==> config.mk <==
export PLATFORM = sky130hd
export DESIGN_NAME = rpt_ctrl
export DESIGN_NICKNAME = d
export VERILOG_FILES = /design/src/rtl/rpt_pkg.sv /design/src/rtl/rpt_ctrl.sv
export SDC_FILE = /design/constraint.sdc
export NUM_CORES = 1
export LEC_CHECK = 0
export BUFFER_PORTS_ARGS = -buffer_cell sky130_fd_sc_hd__buf_2
export CAP_MARGIN = 20
export CORE_AREA = 4 4 41 43
export DETAILED_ROUTE_END_ITERATION = 10
export DIE_AREA = 0 0 45 47
export PLACE_DENSITY = 0.57
export SLEW_MARGIN = 20
export SYNTH_ARGS = -nofsm -noshare
export SYNTH_HDL_FRONTEND = slang
export SYNTH_SLANG_ARGS = --single-unit
==> constraint.sdc <==
create_clock -name clock -period 1.85 [get_ports clock]
set_input_delay 0.185 -clock clock [delete_from_list [all_inputs] [get_ports clock]]
set_output_delay 0.185 -clock clock [all_outputs]
set_load 0.01 [all_outputs]
==> src/rtl/rpt_pkg.sv <==
// Shared types and constants for the random point in tetrahedron block.
// Holds the request and response payloads, the controller command and status
// structs, and the generator constants. Depends on nothing.
package rpt_pkg;

   // Coordinate and weight formats
   localparam int COORD_WIDTH  = 32;
   localparam int FRAC_BITS    = 16;
   localparam int WEIGHT_BITS  = 24;
   localparam int WEIGHT_WIDTH = WEIGHT_BITS + 1;   // holds 0 .. ONE
   localparam int SUM_WIDTH    = WEIGHT_BITS + 2;   // sums of up to three weights
   localparam int PROD_WIDTH   = WEIGHT_WIDTH + 1 + COORD_WIDTH;
   localparam int ACC_WIDTH    = PROD_WIDTH + 2;    // four products

   localparam logic [SUM_WIDTH-1:0] WEIGHT_ONE = {2'b01, {WEIGHT_BITS{1'b0}}};

   // 48-bit linear congruential generator
   localparam int STATE_WIDTH = 48;
   localparam int HALF_WIDTH  = 16;
   localparam logic [31:0]            LCG_MUL_LO = 32'hDEEC_E66D;
   localparam logic [HALF_WIDTH-1:0]  LCG_MUL_HI = 16'h0005;
   localparam logic [STATE_WIDTH-1:0] LCG_ADD    = 48'h0000_0000_000B;
   localparam logic [STATE_WIDTH-1:0] SEED_RESET = 48'h1234_ABCD_370E;

   // Which fraction a draw fills
   localparam logic [1:0] SEL_S = 2'd0;
   localparam logic [1:0] SEL_T = 2'd1;
   localparam logic [1:0] SEL_U = 2'd2;

   typedef struct packed {
      logic signed [COORD_WIDTH-1:0] v0_x;
      logic signed [COORD_WIDTH-1:0] v0_y;
      logic signed [COORD_WIDTH-1:0] v0_z;
      logic signed [COORD_WIDTH-1:0] v1_x;
      logic signed [COORD_WIDTH-1:0] v1_y;
      logic signed [COORD_WIDTH-1:0] v1_z;
      logic signed [COORD_WIDTH-1:0] v2_x;
      logic signed [COORD_WIDTH-1:0] v2_y;
      logic signed [COORD_WIDTH-1:0] v2_z;
      logic signed [COORD_WIDTH-1:0] v3_x;
      logic signed [COORD_WIDTH-1:0] v3_y;
      logic signed [COORD_WIDTH-1:0] v3_z;
   } rpt_req_type;

   typedef struct packed {
      logic signed [COORD_WIDTH-1:0] point_x;
      logic signed [COORD_WIDTH-1:0] point_y;
      logic signed [COORD_WIDTH-1:0] point_z;
   } rpt_rsp_type;

   // Controller to datapath
   typedef struct packed {
      logic       load_req;
      logic       draw_en;
      logic [1:0] draw_sel;
      logic       fold_prism;
      logic       fold_tet;
      logic       mac_en;
      logic [1:0] mac_sel;
      logic       out_load;
   } rpt_cmd_type;

   // Datapath to controller
   typedef struct packed {
      logic out_free;
   } rpt_status_type;

endpackage

==> src/rtl/rpt_ctrl.sv <==
// Controller of the random point in tetrahedron block: sequences the three
// draws, two fold steps, four accumulate steps and the response load.
// Depends on rpt_pkg.
module rpt_ctrl
   import rpt_pkg::*;
(
   input  logic           clock,
   input  logic           reset,
   input  logic           req_valid,
   output logic           req_stall,
   input  rpt_status_type status,
   output rpt_cmd_type    cmd
);

   localparam logic [2:0] ST_IDLE  = 3'd0;
   localparam logic [2:0] ST_DRAW  = 3'd1;
   localparam logic [2:0] ST_PRISM = 3'd2;
   localparam logic [2:0] ST_TET   = 3'd3;
   localparam logic [2:0] ST_MAC   = 3'd4;
   localparam logic [2:0] ST_DONE  = 3'd5;

   logic [2:0] state_ff, state_in;
   logic [1:0] count_ff, count_in;
   logic       accept;

   assign req_stall = (state_ff != ST_IDLE);
   assign accept    = req_valid && !req_stall;

   // Next state and commands
   always_comb begin
      state_in = state_ff;
      count_in = count_ff;
      cmd      = '0;
      cmd.draw_sel = count_ff;
      cmd.mac_sel  = count_ff;
      case (state_ff)
         ST_IDLE: begin
            if (accept) begin
               cmd.load_req = 1'b1;
               count_in = 2'd0;
               state_in = ST_DRAW;
            end
         end
         ST_DRAW: begin
            cmd.draw_en = 1'b1;
            if (count_ff == SEL_U) begin
               count_in = 2'd0;
               state_in = ST_PRISM;
            end else begin
               count_in = count_ff + 2'd1;
            end
         end
         ST_PRISM: begin
            cmd.fold_prism = 1'b1;
            state_in = ST_TET;
         end
         ST_TET: begin
            cmd.fold_tet = 1'b1;
            count_in = 2'd0;
            state_in = ST_MAC;
         end
         ST_MAC: begin
            cmd.mac_en = 1'b1;
            count_in = count_ff + 2'd1;
            if (count_ff == 2'd3) begin
               state_in = ST_DONE;
            end
         end
         ST_DONE: begin
            if (status.out_free) begin
               cmd.out_load = 1'b1;
               state_in = ST_IDLE;
            end
         end
         default: begin
            state_in = ST_IDLE;
         end
      endcase
   end

   always_ff @(posedge clock) begin
      if (reset) begin
         state_ff <= ST_IDLE;
         count_ff <= 2'd0;
      end else begin
         state_ff <= state_in;
         count_ff <= count_in;
      end
   end

`ifndef ASSERT_OFF
   // An accepted request starts with the first draw
   assert property (@(posedge clock) disable iff (reset)
      accept |=> (state_ff == ST_DRAW && count_ff == 2'd0))
      else $error("accepted request did not start drawing");

   // The fourth vertex closes the accumulation
   assert property (@(posedge clock) disable iff (reset)
      (state_ff == ST_MAC && count_ff == 2'd3) |=> state_ff == ST_DONE)
      else $error("accumulation did not finish after four vertices");

   // Response register is never overwritten while held
   assert property (@(posedge clock) disable iff (reset)
      cmd.out_load |-> status.out_free)
      else $error("response loaded while output stalled");
`endif

endmodule
# == Word level (Yosys, flattened, before mapping) ==
# Cells that the tools add are included.
# totals
regBits,5
output_inout_bits,11
word_cells,37
# op_classes
n_addsub,1
eq_ne,11
n_mux,16
reduce_logical,7
# op_table
op,count
$pmux 3 s6,1
$mux 3,4
$mux 1,8
$ne 2x2->1 const B,4
$pmux 2 s4,1
$eq 3x2->1 const B,2
$eq 3x3->1 const B,2
$eq 2x2->1 const B,2
$mux 2,2
$reduce_and 4->1,1
$reduce_bool 4->1,1
$eq 3x1->1 const B,1
$logic_not 3->1,1
$reduce_bool 3->1,1
$add 2x1->2 const B,1
$reduce_and 2->1,1
$logic_and 1x1->1,1
$logic_not 1->1,1

# == Logic depth before layout (Yosys ltp) ==
# depth
depth_word,5
mapped_depth,5

# == Worst setup path after synthesis ==
# No wires, ideal clock.
# synth_timing
path_type,register to register
from,reg count_ff[0]
to,reg count_ff[1]
setup_time_ps,117
arrival_time_ps,1274
slack_ps,459
stages_incl_launch_ff,6
path_buffers,0
synth_period_minus_slack_ps,1391
path_cell_list,dfxtp_1 inv_1 ha_1 nor2b_1 a22o_1 a22o_1
# synth_via
elab_chain_cells,3
elab_cells_between_ends,4
# synth_rtl
element,line,source
start: declaration,rpt_ctrl.sv:23,"logic [1:0] count_ff, count_in;"
start signal: assignment,rpt_ctrl.sv:87,count_ff <= count_in;
$add 2x1->2 or $eq 2x2->1 (tied branches),"rpt_ctrl.sv:50, rpt_ctrl.sv:64, rpt_ctrl.sv:46",
$mux 2,rpt_ctrl.sv:46,if (count_ff == SEL_U) begin
$pmux 2 s4 (*),rpt_ctrl.sv:36,case (state_ff)
# Every way passes the cells marked *; elsewhere a longest branch is shown, timed or not.
# A chain may end at the register's enable or synchronous reset.

==> flow_metrics.py <==
metrics = {
    "die": {
        "die_h_um": 47,
        "start_util": 0.3202,
        "rows": 13,
        "coreArea_um2": 1301,
        "ios": 15,
        "dieArea_um2": 2115,
        "fp.dieW_um": 45,
    },
    "routing": {
        "vias_per_cell": 4.987,
        "wl_um": 854,
        "drt_iter0_markers": 4,
        "routedWlPerCell_um": 11.24,
        "first_pass_iters": 4,
        "drc_errors": 0,
        "antenna_left": 0,
        "via_count": 379,
    },
    "layout": {
        "syn2layout_area_growth_pct": 18.32,
        "nNetsFinal": 70,
        "drive_gt1_frac": 0.3934,
        "n_antenna_cell": 0,
    },
    "critical_path": {
        "r2r_slack_ns": 0.46,
        "r2r-start": "count_ff[0]$_SDFFE_PP0P_",
        "arrival_ns": 1.44,
        "required_ns": 1.66,
        "critPathKind": "reg2out",
        "r2r.worst_path.cells": 5,
        "critPathLaunchType": "flop",
        "endpoint": "cmd[4]",
        "crit_fanout": 12,
        "cp-end-kind": "output port",
        "r2r_end": "count_ff[1]$_SDFFE_PP0P_",
        "startpoint": "state_ff[0]$_SDFFE_PP0P_",
    },
    "timing": {
        "finalClockSkew_ns": 0.0005297,
        "relSlewSlack": 0.7138,
        "clock.fmax_mhz": 616.2,
        "grt_setup_unrepaired": "false",
        "setup_viol": 0,
        "drv_slew": 0,
        "tightest_slew_ns": 0.4288,
        "finalCriticalPeriod_ns": 1.623,
        "hold_viol_final": 0,
        "fin_crit_sh": 0.8772,
        "tns_ns": 0,
    },
    "synth": {
        "yosysUniqueCellTypes": 29,
        "synth_area_per_cell_um2": 8.680,
        "synth_area_um2": 416.7,
        "yosys-top-cells-area": "dfxtp_1 (24%), ha_1 (12%), nor2b_1 (6.0%), buf_4 (5.4%), a22o_1 (4.2%)",
        "synth_area_leader_cell": "dfxtp_1",
        "yosysSeqAreaShare": 0.2402,
        "ys_seq_elements": 5,
        "synth_top_area_frac": 0.2402,
        "syn_inst": 48,
        "ys.warnings.count": 0,
        "synth_fp_nets": 56,
    },
    "clock_tree": {
        "clock_latency_ns": 0.24,
        "cts_buffers": 3,
        "cts_sinks": 5,
        "cts_setup_buffers": 0,
        "postCtsHoldBufs": 0,
        "cts-root-buf": "clkbuf_4",
        "cts_resized": 0,
        "path_clk_slew_ns": 0.04,
        "cts_tree": "done",
        "htreeDepth": 1,
        "clockBufferDepth": 2,
    },
    "run_status": {
        "outcome": "finished, final reports clean",
    },
    "placement": {
        "dp_hpwl_um": 628.6,
        "place_congestion": 0.7181,
        "place.port_buffers": 14,
    },
    "hold_path": {
        "hold_path_class": "in2reg",
    },
    "global_routing": {
        "grt_pass1_vias": 336,
        "grt_remaining_overflow": 0,
        "grt_pass1_wl_um": 1435,
        "grt_max_degree": 14,
        "track_usage": 0.09716,
        "antenna_found_initial": 0,
    },
    "power_and_ir_drop": {
        "power_mw": 0.3112,
        "power.leakage_nw": 0.2470,
        "power_density_nw_per_um2": 631.3,
        "ir_drop_mv": 0.3013,
    },
    "run": {
        "cap_viol_max_count": 0,
    },
}
[power breakdown]
| group | switching [mW] | internal [mW] | total (mW) | leakage (nW) |
|---|---|---|---|---|
| Sequential | 0.0111 | 0.113 | 0.124 | 0.0409 |
| Combinational | 0.0326 | 0.0307 | 0.0634 | 0.191 |
| Clock | 0.0420 | 0.0814 | 0.123 | 0.0150 |
[layout make-up]
| class | count | area, µm² |
|---|---|---|
| well taps | 15 | 18.77 |
| inverters | 4 | 15.01 |
| clock buffers | 4 | 26.28 |
| repair buffers | 14 | 70.07 |
| flip-flops and latches | 5 | 100.1 |
| multi-input cells | 34 | 262.8 |
| fillers | 139 | 808.3 |
[critical path: stages, from the launching register on]
cell     delay, ns
dfxtp_1       0.55
nor2b_1       0.36
and2_1        0.17
buf_2         0.12
[flip-flops by register name (all words and copies together), names as in the netlist]
signal    count
state_ff      3
count_ff      2
[per-layer routing]
| metal | track usage | vias up | wire length (µm) |
|---|---|---|---|
| met5 | 0 | - | 0 |
| met3 | 0.02299 | 2 | 88 |
| li1 | - | 194 | - |
| met1 | 0.1318 | 163 | 427 |
| met2 | 0.1243 | 20 | 327 |
| met4 | 0.08772 | 0 | 11 |
[through the flow]
stage                 util  setup slack, ns  area (µm²)  hold slack [ns]  cells
floorplan                -           0.4593       416.7           0.2512     48
global route        0.3788           0.1150       493.0           0.2100     76
detailed placement  0.3587           0.4613       466.7           0.4524     72
global placement    0.3587           0.4657       466.7           0.4477     72
CTS                 0.3788           0.2105       493.0           0.1989     76
finish              0.3788           0.2272       493.0           0.2077     76
[how the worst min path moves through the flow]
stage | cells after the start | slack, ns | start | end
after floorplan | 1 | 0.25 | reset | state_ff[0]$_SDFFE_PP0P_
after global placement | 2 | 0.45 | reset | state_ff[0]$_SDFFE_PP0P_
after detailed placement | 2 | 0.45 | reset | state_ff[0]$_SDFFE_PP0P_
after CTS | 2 | 0.20 | reset | state_ff[0]$_SDFFE_PP0P_
after global routing | 2 | 0.21 | reset | state_ff[0]$_SDFFE_PP0P_
final | 2 | 0.21 | reset | state_ff[0]$_SDFFE_PP0P_
[placed cells by master, fill, tap and decap left out, types with 2 or more instances in the layout]
master / netlist / layout
buf_2: 1 / 14
dfxtp_1: 5 / 5
nor2b_1: 4 / 4
ha_1: 4 / 4
inv_1: 3 / 3
clkbuf_4: 0 / 3
nor3_1: 2 / 2
nor2_2: 2 / 2
a21oi_1: 2 / 2
nor2_1: 2 / 2
a22o_1: 2 / 2
[cells in the mapped netlist]
cell / number
a22o_1: 2
nor2b_1: 4
nor3b_2: 1
a21o_1: 1
nor2_2: 2
o21ai_0: 1
nor3b_1: 1
nand2b_1: 1
nand2_1: 1
o21ai_1: 1
o2bb2ai_1: 1
buf_4: 3
and2_1: 1
and3_1: 1
dfxtp_1: 5
or3_4: 1
a211oi_2: 1
buf_6: 1
nor2_1: 2
a21oi_1: 2
ha_1: 4
or2_1: 1
nor3_1: 2
a22oi_1: 1
a32oi_1: 1
inv_1: 3
a221oi_2: 1
inv_2: 1
buf_2: 1
[logic make-up (layout without fill, tap and decap cells)]
kind of cell             count (synthesis)  after routing  synth area share
AND/OR/NAND/NOR                         18             18            0.2763
AO/OA/AOI/OAI                           12             12            0.2342
buffers and inverters                    9             22            0.1291
flip-flops                               5              5            0.2402
adder cells (fa/ha/maj)                  4              4            0.1201
Power figures use the tool's default switching activity.
